**config.mk**
```make
export PLATFORM = sky130hd
export DESIGN_NAME = bhe_ctrl
export DESIGN_NICKNAME = d
export VERILOG_FILES = /design/src/design/bhe_pkg.sv /design/src/design/bhe_ctrl.sv
export SDC_FILE = /design/constraint.sdc
export NUM_CORES = 1
export LEC_CHECK = 0
export BUFFER_PORTS_ARGS = -buffer_cell sky130_fd_sc_hd__buf_4
export CAP_MARGIN = 10
export CORE_UTILIZATION = 30
export CTS_CLUSTER_DIAMETER = 40
export DETAILED_ROUTE_END_ITERATION = 12
export GPL_TIMING_DRIVEN = 0
export HOLD_SLACK_MARGIN = 0.1
export PLACE_DENSITY_LB_ADDON = 0.05
export SLEW_MARGIN = 20
export SYNTH_ARGS = -nofsm -noshare
export SYNTH_HDL_FRONTEND = slang
export SYNTH_SLANG_ARGS = --single-unit
```
**constraint.sdc**
```tcl
create_clock -name clock -period 2.7 [get_ports clock]
set_input_delay 0.54 -clock clock [delete_from_list [all_inputs] [get_ports clock]]
set_output_delay 0.54 -clock clock [all_outputs]
set_load 0.05 [all_outputs]
```
**src/design/bhe_pkg.sv**
```systemverilog
// Shared types and constants of the bi-histogram equalizer.
// Command and status structs between controller and datapath, item kinds, CSR indexes.
// No dependencies.
`timescale 1ns / 1ps

package bhe_pkg;

   // Item kinds on the request channel
   localparam logic [1:0] KIND_CLEAR = 2'd0;
   localparam logic [1:0] KIND_COUNT = 2'd1;
   localparam logic [1:0] KIND_BUILD = 2'd2;
   localparam logic [1:0] KIND_MAP   = 2'd3;

   // Configuration register indexes
   localparam logic CSR_SPLIT_MODE  = 1'b0;
   localparam logic CSR_SPLIT_LEVEL = 1'b1;

   // Controller to datapath
   typedef struct packed {
      logic load_item;   // capture the item pixel
      logic clr_hist;    // empty histogram and part counts
      logic hist_rd;     // read bin of the item pixel
      logic cnt_wr;      // write incremented bin, bump part count
      logic map_rd;      // read map entry of the item pixel
      logic rsp_load;    // move map entry into the result register
      logic part_init;   // set bounds and total of one part
      logic part_sel;    // 0 first part, 1 upper part of split mode
      logic bin_rd;      // read bin at the build level
      logic cdf_acc;     // add bin to running cdf
      logic mul;         // product of span and cdf
      logic div_init;    // load divider
      logic div_step;    // one quotient bit
      logic map_wr;      // write map entry, advance level
   } bhe_cmd_type;

   // Datapath to controller
   typedef struct packed {
      logic x_last;      // build level is the upper bound of the part
      logic div_last;    // last quotient bit in progress
      logic has_part1;   // split mode with a non-empty upper part
   } bhe_status_type;

endpackage

```
**src/design/bhe_ctrl.sv**
```systemverilog
// Controller of the bi-histogram equalizer: item sequencing, build walk, result handshake.
// Depends on bhe_pkg.
`timescale 1ns / 1ps

module bhe_ctrl (
   input  logic                    clock,
   input  logic                    reset,
   input  logic                    req_valid,
   input  logic [1:0]              req_kind,
   output logic                    req_ready,
   output logic                    rsp_valid,
   input  logic                    rsp_ready,
   input  bhe_pkg::bhe_status_type status,
   output bhe_pkg::bhe_cmd_type    cmd
);
   import bhe_pkg::*;

   typedef enum logic [3:0] {
      S_IDLE, S_CLR, S_CNT_RD, S_CNT_WR, S_MAP_RD, S_MAP_OUT,
      S_PART, S_BRD, S_BACC, S_BMUL, S_BDIV0, S_BDIV, S_BWR
   } state_type;

   state_type state_ff;
   logic      part_ff;
   logic      rsp_valid_ff;
   logic      accept;
   logic      out_free;

   assign req_ready = (state_ff == S_IDLE);
   assign accept    = req_valid && req_ready;
   assign out_free  = !rsp_valid_ff || rsp_ready;
   assign rsp_valid = rsp_valid_ff;

   // Command decode from state
   always_comb begin
      cmd           = '0;
      cmd.load_item = accept;
      cmd.part_sel  = part_ff;
      case (state_ff)
         S_CLR:     cmd.clr_hist  = 1'b1;
         S_CNT_RD:  cmd.hist_rd   = 1'b1;
         S_CNT_WR:  cmd.cnt_wr    = 1'b1;
         S_MAP_RD:  cmd.map_rd    = 1'b1;
         S_MAP_OUT: cmd.rsp_load  = out_free;
         S_PART:    cmd.part_init = 1'b1;
         S_BRD:     cmd.bin_rd    = 1'b1;
         S_BACC:    cmd.cdf_acc   = 1'b1;
         S_BMUL:    cmd.mul       = 1'b1;
         S_BDIV0:   cmd.div_init  = 1'b1;
         S_BDIV:    cmd.div_step  = 1'b1;
         S_BWR:     cmd.map_wr    = 1'b1;
         default:   cmd.load_item = accept;
      endcase
   end

   // State, part index and result valid
   always_ff @(posedge clock) begin
      if (reset) begin
         state_ff     <= S_IDLE;
         part_ff      <= 1'b0;
         rsp_valid_ff <= 1'b0;
      end else begin
         if (rsp_valid_ff && rsp_ready) rsp_valid_ff <= 1'b0;
         case (state_ff)
            S_IDLE: begin
               if (accept) begin
                  case (req_kind)
                     KIND_CLEAR: state_ff <= S_CLR;
                     KIND_COUNT: state_ff <= S_CNT_RD;
                     KIND_BUILD: begin
                        state_ff <= S_PART;
                        part_ff  <= 1'b0;
                     end
                     KIND_MAP:   state_ff <= S_MAP_RD;
                     default:    state_ff <= S_IDLE;
                  endcase
               end
            end
            S_CLR:    state_ff <= S_IDLE;
            S_CNT_RD: state_ff <= S_CNT_WR;
            S_CNT_WR: state_ff <= S_IDLE;
            S_MAP_RD: state_ff <= S_MAP_OUT;
            S_MAP_OUT: begin
               if (out_free) begin
                  rsp_valid_ff <= 1'b1;
                  state_ff     <= S_IDLE;
               end
            end
            S_PART:  state_ff <= S_BRD;
            S_BRD:   state_ff <= S_BACC;
            S_BACC:  state_ff <= S_BMUL;
            S_BMUL:  state_ff <= S_BDIV0;
            S_BDIV0: state_ff <= S_BDIV;
            S_BDIV: begin
               if (status.div_last) state_ff <= S_BWR;
            end
            S_BWR: begin
               if (!status.x_last) begin
                  state_ff <= S_BRD;
               end else if (!part_ff && status.has_part1) begin
                  part_ff  <= 1'b1;
                  state_ff <= S_PART;
               end else begin
                  state_ff <= S_IDLE;
               end
            end
            default: state_ff <= S_IDLE;
         endcase
      end
   end

endmodule

```
==> results of run 1 <==
==> how the worst max path moves through the flow <==
stage          slack, ns  cells past startpoint         from      end
2_1_floorplan       0.30                      3  state_ff[2]  cmd[13]
3_3_place_gp        0.85                      4  state_ff[2]  cmd[13]
3_5_place_dp        0.81                      4  state_ff[2]  cmd[13]
4_1_cts             0.54                      4  state_ff[2]  cmd[13]
5_1_grt             0.46                      4  state_ff[2]  cmd[13]
6_report            0.58                      4  state_ff[2]  cmd[13]
==> worst max-delay path, delay by kind of cell (launching register included) <==
kind	cells	cell delay, ns
buf+inv	2	0.28
simple gates	2	0.73
flops	1	0.34
==> sequential cells by signal, summed over array words and instances (netlist names) <==
name and flops:
rsp_valid 1, part_ff 1, state_ff 4
==> Yosys cell counts, drive strengths merged (2+ instances only) <==
| cell | instances |
|---|---|
| dfxtp | 6 |
| o21ai | 2 |
| a221oi | 2 |
| o22ai | 2 |
| nor4 | 2 |
| or2b | 2 |
| nor3 | 8 |
| buf | 6 |
| nand2b | 5 |
| ha | 3 |
| nand2 | 6 |
| a21oi | 5 |
| nor2 | 13 |
| inv | 6 |
==> final cells by class <==
class / count / area, um^2 / share of cell area, %
plain buffers: 6 / 37.5 / 4.65
clock buffers: 3 / 22.5 / 2.79
inverters: 6 / 22.5 / 2.79
multi-input cells: 62 / 393 / 48.7
flip-flops and latches: 6 / 120 / 14.9
well taps: 25 / 31.3 / 3.88
repair buffers: 24 / 180 / 22.3
==> per-layer routing <==
layer  wire, um  part of all wire [%]
met1        696                    49
met2        661                    47
met3         57                   4.0
met4          0                     0
met5          0                     0
==> per-stage QoR <==
step | area (um^2) | total power, mW | setup slack, ns
3_5_place_dp | 785 | 0.593 | 0.815
2_1_floorplan | 573 | 0.476 | 0.302
4_1_cts | 807 | 0.678 | 0.540
5_1_grt | 807 | 0.720 | 0.463
3_3_place_gp | 785 | 0.592 | 0.853
6_report | 807 | 0.672 | 0.577
==> power by group through the flow <==
| stage | clock (mW) | sequential (mW) | combinational [mW] |
|---|---|---|---|
| after floorplan | 0 | 0.125 | 0.351 |
| after global placement | 0 | 0.130 | 0.463 |
| after detailed placement | 0 | 0.128 | 0.465 |
| after CTS | 0.0847 | 0.127 | 0.466 |
| after global routing | 0.0920 | 0.129 | 0.498 |
| final | 0.0811 | 0.126 | 0.464 |
==> logic make-up after synthesis <==
| kind of cell | after synthesis |
|---|---|
| AOI/OAI and AO/OA | 18 |
| and+or+nand+nor | 41 |
| DFF | 6 |
| adders and majority gates | 3 |
| buffers and inverters | 12 |
==> cell usage in the layout (no fill, tap or decap) <==
master,n
sky130_fd_sc_hd__nor4_1,1
sky130_fd_sc_hd__a21o_1,1
sky130_fd_sc_hd__a221oi_2,2
sky130_fd_sc_hd__and2b_1,1
sky130_fd_sc_hd__a21oi_1,5
sky130_fd_sc_hd__o21a_1,1
sky130_fd_sc_hd__nor4_2,1
sky130_fd_sc_hd__nand2_1,6
sky130_fd_sc_hd__o21bai_1,1
sky130_fd_sc_hd__or2b_1,2
sky130_fd_sc_hd__nand2b_1,5
sky130_fd_sc_hd__nand4bb_1,1
sky130_fd_sc_hd__o22ai_1,2
sky130_fd_sc_hd__o21ai_0,2
sky130_fd_sc_hd__a21boi_1,1
sky130_fd_sc_hd__or4_4,1
sky130_fd_sc_hd__inv_1,6
sky130_fd_sc_hd__nor3_2,1
sky130_fd_sc_hd__a311oi_1,1
sky130_fd_sc_hd__clkbuf_4,3
sky130_fd_sc_hd__a41oi_1,1
sky130_fd_sc_hd__buf_2,3
sky130_fd_sc_hd__and2_1,1
sky130_fd_sc_hd__buf_4,27
sky130_fd_sc_hd__nor3_1,7
sky130_fd_sc_hd__nor2_1,13
sky130_fd_sc_hd__nor2b_1,1
sky130_fd_sc_hd__dfxtp_1,6
sky130_fd_sc_hd__ha_1,3
sky130_fd_sc_hd__a31oi_1,1
==> flow_summary.rst, run 1 <==
.. list-table::
   :header-rows: 1

   * - Metric
     - Value
   * - Dpl cells
     - 129
   * - Switching Fraction
     - about 52%
   * - CTS tree
     - built
   * - Diodes inserted
     - 0
   * - Worst supply voltage drop on vdd
     - 0.392 mV
   * - Total of buffers placed on input and output ports
     - 24
   * - GRT Resource Usage Total
     - between 10% and 20%
   * - Hold_sp
     - rsp_valid
   * - Crit path required time
     - approximately 2.2 ns
   * - Wire length of the first global-routing pass
     - between 2000 and 2500 um
   * - Wire length after detailed routing
     - 1420 um
   * - Horizontal die dimension
     - around 46 um
   * - Setup slack of the worst register-to-register path
     - roughly 1.1 ns
   * - Startpoint types
     - flop
   * - Net count after synthesis
     - just over 90
   * - Post-synthesis sequential area ratio
     - approximately a fifth
   * - Wirelength per Cell
     - about 11 um
   * - Quantity of hold-fixing buffers added after cts
     - 0
   * - CTS root buf
     - sky130_fd_sc_hd__clkbuf_4
   * - Worst Hold Margin
     - 0.512 ns
   * - Postcts setup bufs
     - 0
   * - GR Overflow Total
     - 0
   * - Detailed router's first-iteration violation count
     - 12
   * - Fraction of met3 tracks used by global routing
     - roughly 4.8%
   * - Combinational fraction of design power
     - between 60% and 70%
   * - Proportion of register bits with asynchronous set or reset after synthesis
     - 0%
   * - Final critical delay including setup and external delays
     - between 2 and 2.5 ns
   * - Most Used Layer, Global Route
     - met2
   * - Net switching component of the power
     - roughly 0.35 mW
   * - Met2 layer usage reported by global route
     - around 25%
   * - Via density per instance
     - 4.75
   * - Run status
     - completed
   * - Mean post-synth cell area
     - between 7 and 8 um^2
   * - Commonest register cell after synthesis
     - sky130_fd_sc_hd__dfxtp_1
   * - Height of the chip
     - ~46 um
   * - Post-synthesis adder-cell area fraction
     - under 10%
   * - Type of the worst min-delay path
     - flop to flop
   * - Number of instances in the synthesized netlist
     - 80
   * - Slew headroom
     - 65.7%
   * - Cell accounting for the most synthesized area
     - sky130_fd_sc_hd__dfxtp_1
   * - Setup repair after global routing missed its margin
     - false
   * - Antenna-violating nets left
     - 0
   * - Yosys warns
     - 0
   * - Peak fanout along the critical path
     - 5
   * - Met1 track demand over resource in global routing
     - 19.1%
   * - PD cells
     - ~830 nW/um^2
   * - Endpoint kind of the worst setup timing path
     - primary output
   * - Total clock sinks
     - 6
   * - Post_cts resized
     - 0
   * - Clk Latency, worst-skew pair
     - approximately 0.24 ns
   * - Clk network pwr share
     - about 12%
   * - Die area
     - 2090 um^2
   * - Non-filler cells in the finished layout
     - about 130
   * - Number of distinct standard cells referenced by the synthesized netlist
     - 29
   * - Count of flip-flops with a built-in enable after synthesis
     - 0
   * - Clock tree buffer depth
     - 2
   * - Hold-critical path endpoint
     - rsp_valid
   * - Largest stage delay on the critical path
     - about 0.52 ns
   * - Leakage power
     - 0.359 nW
   * - Type of the setup path with the least slack
     - flop to primary output
   * - FF-to-FF End
     - state_ff[2]
   * - Clock-pin slew on the worst setup and hold paths
     - 0.05 ns
   * - List of cells traversed by the critical path
     - nor4_2 > and2_1 > buf_4 > buf_4
   * - Vias after detailed routing
     - ~630
   * - Floorplan Core Area
     - around 1800 um^2
   * - Maximum operating frequency
     - 471 MHz
   * - Crit path top cell by count
     - sky130_fd_sc_hd__buf_4
   * - Actual slew at the worst max-slew pin
     - 0.510 ns
   * - Largest clock skew in the final design
     - approximately 0.0049 ns
   * - Largest family of logic cells by synthesized area
     - simple AND/OR/NAND/NOR gates
   * - Placement row count
     - 15
   * - Initial antenna violation count
     - 0
   * - Count of boundary I/O pins
     - 25
   * - Instance count along the most critical hold path
     - 2
   * - Maxcap violations
     - 0
   * - Number of DRC violations after detailed routing
     - 0
   * - Cell area after synthesis
     - about 570 um^2
   * - Number of global-route vias before repair
     - 544
   * - Biggest area contributors in the synthesized netlist
     - sky130_fd_sc_hd__dfxtp_1 21%, sky130_fd_sc_hd__nor2_1 8.5%, sky130_fd_sc_hd__ha_1 6.6%, sky130_fd_sc_hd__nor3_1 6.1%, sky130_fd_sc_hd__nand2b_1 5.5%
   * - # fillers
     - 212
   * - Total Nets Final
     - between 100 and 150
   * - Relative contribution of sequential cells to total power
     - between 10% and 20%
   * - Simple-Gate Fraction of Synth Area
     - roughly 39%
   * - Area Overhead vs Synth
     - 40.8%
   * - Fraction of synthesized area in multiplexers
     - 0%
   * - Xor and xnor area share after synthesis
     - 0%
   * - Core occupancy in the finished layout
     - 45.7%
   * - Count of final max-slew check failures
     - 0
   * - Area share of the largest cell type after synthesis
     - between 20% and 30%
   * - Total negative setup slack
     - 0 ns
   * - CTS H-tree lvls
     - 1
   * - Finish-stage setup viols
     - 0
   * - Detailed Place HPWL
     - 1130 um
   * - Final hold vios
     - 0
   * - Largest net degree at the start of global routing
     - 11
   * - Depth of the worst register-to-register path
     - 4
   * - Beginning of the worst register-to-register path
     - state_ff[1]
   * - Signal arrival time at the worst endpoint
     - 1.58 ns
   * - Synth Area in Compound Gates
     - a little under a quarter
   * - Initial standard-cell utilization of the core
     - 32.5%
   * - Number of register bits inferred by synthesis
     - 6
   * - Weighted congestion at the end of routability-driven global placement
     - a little over 0.8
   * - Total internal power
     - 0.323 mW
   * - Router iterations before antenna repair
     - 2
   * - Max stage delay cell, worst path
     - sky130_fd_sc_hd__nor4_2
   * - Share of final-layout standard cells stronger than drive strength 1
     - ~36%
   * - Clock buffer count from CTS
     - 3
   * - Ratio of final minimum period to clock period
     - around 79%
(Power assumes the default switching activity.)
==> run 2, diff against run 1 <==
==> constraint.sdc (replaced) <==
create_clock -name clock -period 1.85 [get_ports clock]
set_input_delay 0.37 -clock clock [delete_from_list [all_inputs] [get_ports clock]]
set_output_delay 0.37 -clock clock [all_outputs]
set_load 0.05 [all_outputs]
==> run 2 against run 1 <==
Net effect:
- setup slack got worse by 0.48 ns
- flip-flop and latch count unchanged
- final cell count increased by 0.76%
- critical path type unchanged
- highest routed layer unchanged
==> flow_summary.rst, run 2 (synthesized netlist as in run 1, its figures left out) <==
.. list-table::
   :header-rows: 1

   * - Metric
     - Value
   * - Run status
     - completed
   * - Actual slew at the worst max-slew pin
     - 0.387 ns (-0.122 ns)
   * - # fillers
     - 202 (-4.7%)
   * - Total negative setup slack
     - 0 ns (unchanged)
   * - Area Overhead vs Synth
     - 49.6%
   * - Ratio of final minimum period to clock period
     - a little over nine tenths
   * - Clock tree buffer depth
     - 2 (unchanged)
   * - GRT Resource Usage Total
     - 15.4% (+0.40 points)
   * - Floorplan Core Area
     - 1760 um^2 (unchanged)
   * - Most frequent cells in the layout
     - 28 x sky130_fd_sc_hd__buf_4, 12 x sky130_fd_sc_hd__nor2_1, 7 x sky130_fd_sc_hd__nor3_1, 6 x sky130_fd_sc_hd__nand2_1, 6 x sky130_fd_sc_hd__inv_1
   * - Worst slack at placement
     - 0.207 ns (-0.608 ns)
   * - Dpl cells
     - 129 (unchanged)
   * - Startpoint types
     - flop
   * - Signal arrival time at the worst endpoint
     - 1.38 ns (-0.20 ns)
   * - Peak fanout along the critical path
     - 10 (+5)
   * - Weighted congestion at the end of routability-driven global placement
     - 0.829 (+0.83%)
   * - Largest clock skew in the final design
     - 0.00482 ns (-0.000101 ns)
   * - Wire length after detailed routing
     - 1460 um (+2.8%)
   * - Count of boundary I/O pins
     - 25 (unchanged)
   * - Die area
     - 2090 um^2 (unchanged)
   * - Diodes inserted
     - 0 (unchanged)
   * - Placement row count
     - 15 (unchanged)
   * - Final hold vios
     - 0 (unchanged)
   * - Share of final-layout standard cells stronger than drive strength 1
     - 39.8% (+4.3 points)
   * - Commonest non-fill, non-tap cell in the layout
     - sky130_fd_sc_hd__buf_4
   * - Clk Latency, worst-skew pair
     - 0.24 ns (about the same)
   * - Detailed Place HPWL
     - 1130 um (+0.27%)
   * - CTS tree
     - built
   * - Clock-pin slew on the worst setup and hold paths
     - 0.05 ns (about the same)
   * - PD cells
     - 1230 nW/um^2 (+48%)
   * - Antenna-violating nets left
     - 0 (unchanged)
   * - Leakage power
     - 0.368 nW (+2.5%)
   * - Endpoint kind of the worst setup timing path
     - primary output
   * - Type of the setup path with the least slack
     - flop to primary output
   * - Initial antenna violation count
     - 0 (unchanged)
   * - Number of global-route vias before repair
     - 549 (+0.92%)
   * - Worst supply voltage drop on vdd
     - 0.677 mV (+73%)
   * - Clock buffer count from CTS
     - 3 (unchanged)
   * - Total of buffers placed on input and output ports
     - 24 (unchanged)
   * - Register containing the most flip-flops in the final layout
     - state_ff
   * - Wirelength per Cell
     - 10.9 um (+2.1%)
   * - Total clock sinks
     - 6 (unchanged)
   * - Type of the worst min-delay path
     - input port to flop
   * - Wire length of the first global-routing pass
     - 2320 um (+1.5%)
   * - Non-filler cells in the finished layout
     - 133 (+0.76%)
   * - Detailed router's first-iteration violation count
     - 8 (-4)
   * - Height of the chip
     - 45.7 um (unchanged)
   * - Count of final max-slew check failures
     - 0 (unchanged)
   * - Router iterations before antenna repair
     - 3 (+1)
   * - Slew headroom
     - 74.0% (+8.2 points)
   * - Number of DRC violations after detailed routing
     - 0 (unchanged)
   * - Crit path required time
     - 1.48 ns (-0.68 ns)
   * - Maximum operating frequency
     - between 500 and 600 MHz
   * - Maxcap violations
     - 0 (unchanged)
   * - Setup slack of the worst register-to-register path
     - 0.22 ns (-0.87 ns)
   * - Sequential standard cell area
     - 123 um^2 (+2.1%)
   * - CTS root buf
     - sky130_fd_sc_hd__clkbuf_4
   * - CTS H-tree lvls
     - 1 (unchanged)
   * - Initial standard-cell utilization of the core
     - 32.5% (unchanged)
   * - Horizontal die dimension
     - 45.7 um (unchanged)
   * - GR Overflow Total
     - 0 (unchanged)
   * - Post-route worst setup slack
     - 0.0951 ns (-0.482 ns)
   * - Total Nets Final
     - 122 (+0.83%)
   * - Via density per instance
     - 4.90 (+3.2%)
   * - Final critical delay including setup and external delays
     - between 1.5 and 2 ns
   * - Largest register FFs
     - 4 (unchanged)
   * - Area of combinational cells with multiple inputs
     - 418 um^2 (+6.4%)
   * - Largest net degree at the start of global routing
     - 11 (unchanged)
   * - Finish-stage setup viols
     - 0 (unchanged)
   * - Quantity of hold-fixing buffers added after cts
     - 0 (unchanged)
   * - Vias after detailed routing
     - 652 (+4.0%)
   * - Worst Hold Margin
     - 0.350 ns (-0.162 ns)
-- run 2: worst paths after layout --
kind | start | end | depth (start not counted)
setup / recovery | state_ff[0] | cmd[10] | 4
hold reg to reg | rsp_valid | rsp_valid | 2
setup reg to reg | state_ff[3] | state_ff[2] | 4
hold / removal | reset | state_ff[1] | 2
-- run 2: area by class of cell --
class / instances / area share (%)
multi-input cells: 62 / 48.8
plain buffers: 6 / 5.26
repair buffers: 25 / 22.8
inverters: 6 / 2.63
clock buffers: 3 / 2.63
flip-flops and latches: 6 / 14.3
well taps: 25 / 3.65
-- run 2: layer usage --
metal / track usage, % / vias up / wire, um
met1: 20.3 / 301 / 691
li1: - / 336 / -
met2: 24.6 / 15 / 705
met3: 5.95 / 0 / 58
met4: 1.76 / 0 / 0
met5: 0 / - / 0
-- run 2: stage by stage --
| step | util [%] | area (um^2) | power, mW |
|---|---|---|---|
| 6_report | 48.6 | 857 | 1.06 |
| 5_1_grt | 48.6 | 857 | 1.13 |
| 4_1_cts | 47.0 | 830 | 1.04 |
| 3_5_place_dp | 45.0 | 793 | 0.886 |
| 3_3_place_gp | 45.0 | 793 | 0.885 |
| 2_1_floorplan | - | 582 | 0.714 |
-- run 2: critical path, cell delays in order, from the launching register on --
cell                      delay (ns)
sky130_fd_sc_hd__dfxtp_1        0.40
sky130_fd_sc_hd__buf_4          0.21
sky130_fd_sc_hd__nand2_1        0.14
sky130_fd_sc_hd__nor3_1         0.16
sky130_fd_sc_hd__buf_4          0.22
-- run 2: what timing repair did --
action	4_1_cts	5_1_grt
gates resized for setup	2	10
pin swaps	1	0
endpoints found under the setup margin	4	9
setup buffers	1	0
-- run 2: where the power goes --
part,total (mW),switching (mW),internal [mW]
registers,0.198,0.0392,0.159
clock network,0.120,0.0469,0.0734
logic,0.739,0.449,0.291
total,1.06,0.535,0.523
==> run 3, diff against run 2 <==
--- a/config.mk
+++ b/config.mk
@@ -7,6 +7,7 @@
 export LEC_CHECK = 0
 export BUFFER_PORTS_ARGS = -buffer_cell sky130_fd_sc_hd__buf_4
 export CAP_MARGIN = 10
+export CORE_MARGIN = 3
 export CORE_UTILIZATION = 30
 export CTS_CLUSTER_DIAMETER = 40
 export DETAILED_ROUTE_END_ITERATION = 12
==> constraint.sdc (replaced) <==
create_clock -name clock -period 2 [get_ports clock]
set_input_delay 0.4 -clock clock [delete_from_list [all_inputs] [get_ports clock]]
set_output_delay 0.4 -clock clock [all_outputs]
set_load 0.05 [all_outputs]
==> run 3 against run 2 <==
Net effect:
- flip-flop and latch count did not move
- non-clock buffer count down 1
- combinational power fell by 13%
- highest routed layer unchanged
- sequential share of layout area is 0.39 points higher
- final cell count decreased by 0.75%
- hold slack improved by 0.031 ns
- via count decreased by 2.5%
- critical path type unchanged
==> flow_summary.rst, run 3 (synthesized netlist as in run 1, its figures left out) <==
.. list-table::
   :header-rows: 1

   * - Metric
     - Value
   * - Clock buffer count from CTS
     - 3 (unchanged)
   * - Actual slew at the worst max-slew pin
     - 0.350 ns (-0.0374 ns)
   * - Post-route worst setup slack
     - 0.130 ns (+0.0344 ns)
   * - Initial antenna violation count
     - 0 (unchanged)
   * - CTS tree
     - built
   * - Ratio of final minimum period to clock period
     - between 90% and 100%
   * - Vias after detailed routing
     - 636 (-2.5%)
   * - Maxcap violations
     - 0 (unchanged)
   * - Endpoint kind of the worst setup timing path
     - primary output
   * - GRT Resource Usage Total
     - 12.3% (-3.1 points)
   * - Count of boundary I/O pins
     - 25 (unchanged)
   * - Peak fanout along the critical path
     - 5 (-5)
   * - Total of buffers placed on input and output ports
     - 24 (unchanged)
   * - Antenna-violating nets left
     - 0 (unchanged)
   * - Startpoint types
     - flop
   * - CTS root buf
     - sky130_fd_sc_hd__clkbuf_4
   * - Type of the setup path with the least slack
     - flop to primary output
   * - Total design power
     - 0.933 mW (-12%)
   * - Height of the chip
     - 49.7 um (+8.8%)
   * - Placement Cell Area
     - 793 um^2 (unchanged)
   * - Largest stage delay on the critical path
     - 0.41 ns (about the same)
   * - # fillers
     - 214 (+5.9%)
   * - Leakage power
     - 0.359 nW (-2.4%)
   * - Share of final-layout standard cells stronger than drive strength 1
     - 36.4% (-3.4 points)
   * - List of cells traversed by the critical path
     - nor4_4 > and2_1 > buf_4 > buf_4
   * - Wirelength per Cell
     - 10.9 um (-0.70%)
   * - Clock-pin slew on the worst setup and hold paths
     - 0.05 ns (about the same)
   * - Crit path required time
     - 1.60 ns (+0.12 ns)
   * - Most frequent cells in the layout
     - 27 x sky130_fd_sc_hd__buf_4, 13 x sky130_fd_sc_hd__nor2_1, 7 x sky130_fd_sc_hd__nor3_1, 6 x sky130_fd_sc_hd__nand2_1, 6 x sky130_fd_sc_hd__inv_1
   * - Number of global-route vias before repair
     - 585 (+6.6%)
   * - Maximum operating frequency
     - roughly 530 MHz
   * - Max stage delay cell, worst path
     - sky130_fd_sc_hd__nor4_4
   * - Setup repair after global routing missed its margin
     - false
   * - Number of cells on the critical path
     - 4 (unchanged)
   * - Via density per instance
     - 4.82 (-1.7%)
   * - Dpl cells
     - 129 (unchanged)
   * - PD cells
     - 1130 nW/um^2 (-8.4%)
   * - Detailed router's first-iteration violation count
     - 1 (-7)
   * - Wire length of the first global-routing pass
     - 2440 um (+5.0%)
   * - Buffers plus inverters on the worst setup path
     - 2 (unchanged)
   * - Run status
     - completed
   * - Total clock sinks
     - 6 (unchanged)
   * - Largest clock skew in the final design
     - 0.00465 ns (-0.000167 ns)
   * - Detailed Place HPWL
     - 1140 um (+0.96%)
   * - Largest net degree at the start of global routing
     - 11 (unchanged)
   * - Placement row count
     - 15 (unchanged)
   * - Largest register FFs
     - 4 (unchanged)
   * - Area Overhead vs Synth
     - 44.1%
   * - Weighted congestion at the end of routability-driven global placement
     - 0.728 (-12%)
   * - Total Nets Final
     - 121 (-0.82%)
   * - Kind of cell adding the most delay to the critical path
     - simple AND/OR/NAND/NOR gates
   * - Wire length after detailed routing
     - 1430 um (-1.4%)
   * - Horizontal die dimension
     - 49.7 um (+8.8%)
   * - Depth of the worst register-to-register path
     - 4 (unchanged)
   * - Commonest non-fill, non-tap cell in the layout
     - sky130_fd_sc_hd__buf_4
   * - Final hold vios
     - 0 (unchanged)
   * - Worst Hold Margin
     - 0.381 ns (+0.0308 ns)
   * - Register containing the most flip-flops in the final layout
     - state_ff
   * - Number of DRC violations after detailed routing
     - 0 (unchanged)
   * - Final critical delay including setup and external delays
     - ~1.9 ns
   * - Router iterations before antenna repair
     - 3 (unchanged)
   * - Non-filler cells in the finished layout
     - 132 (-0.75%)
   * - Count of final max-slew check failures
     - 0 (unchanged)
   * - GR Overflow Total
     - 0 (unchanged)
   * - Diodes inserted
     - 0 (unchanged)
   * - Postcts setup bufs
     - 0 (-1)
   * - Worst slack at placement
     - 0.356 ns (+0.149 ns)
   * - Floorplan Core Area
     - 1760 um^2 (unchanged)
   * - Worst supply voltage drop on vdd
     - 0.608 mV (-10%)
   * - Type of the worst min-delay path
     - input port to flop
   * - Finished layout cell area
     - 826 um^2 (-3.6%)
   * - Area of combinational cells with multiple inputs
     - 408 um^2 (-2.4%)
   * - Initial standard-cell utilization of the core
     - 32.5% (unchanged)
   * - Crit path top cell by count
     - sky130_fd_sc_hd__buf_4
   * - Finish-stage setup viols
     - 0 (unchanged)
   * - Die area
     - 2470 um^2 (+18%)
   * - Clk Latency, worst-skew pair
     - 0.24 ns (about the same)
   * - CTS H-tree lvls
     - 1 (unchanged)
   * - Slew headroom
     - 76.5% (+2.5 points)
   * - Signal arrival time at the worst endpoint
     - 1.47 ns (+0.09 ns)
   * - Sequential standard cell area
     - 121 um^2 (-1.0%)
   * - Instance count along the most critical hold path
     - 2 (unchanged)
   * - Clock tree buffer depth
     - 2 (unchanged)
run 3: final timing paths:
check,startpoint,to,slack [ns]
hold reg to reg,rsp_valid,rsp_valid,0.51
setup reg to reg,state_ff[3],state_ff[2],0.39
hold / removal,reset,state_ff[1],0.38
setup / recovery,state_ff[2],cmd[13],0.13
run 3: what timing repair did:
item	in CTS	in global routing
endpoints found under the setup margin	0	3
endpoints found under the hold margin	0	0
gates resized for setup	0	3
hold buffers	0	0
run 3: metal layers:
metal	up-vias	wire length, um	track usage, %	share of wire [%]
met5	-	0	0	0
met4	0	0	1.38	0
met3	0	83	4.23	5.8
met2	18	698	20.9	49
met1	286	652	15.2	45
li1	332	-	-	-
run 3: where the power goes:
part | switching, mW | internal (mW) | total (mW)
Clock | 0.0421 | 0.0678 | 0.110
Sequential | 0.0360 | 0.145 | 0.181
Combinational | 0.404 | 0.238 | 0.642
Total | 0.482 | 0.451 | 0.933
run 3: layout make-up:
| type | instances | area share [%] |
|---|---|---|
| plain buffers | 6 | 4.85 |
| clock buffers | 3 | 2.73 |
| inverters | 6 | 2.73 |
| multi-input cells | 62 | 49.4 |
| flip-flops and latches | 6 | 14.7 |
| well taps | 25 | 3.79 |
| repair buffers | 24 | 21.8 |
run 3: per-stage QoR:
step	TNS, ns	util (%)
6_report	0	46.8
3_3_place_gp	0	45.0
4_1_cts	0	46.2
5_1_grt	0	46.8
2_1_floorplan	-0.826	-
3_5_place_dp	0	45.0
run 3: worst register-to-register path: stages, from the launching register on:
cell                       delay (ns)
sky130_fd_sc_hd__dfxtp_1         0.40
sky130_fd_sc_hd__buf_4           0.20
sky130_fd_sc_hd__a21oi_1         0.08
sky130_fd_sc_hd__or4_4           0.56
sky130_fd_sc_hd__a221oi_2        0.28
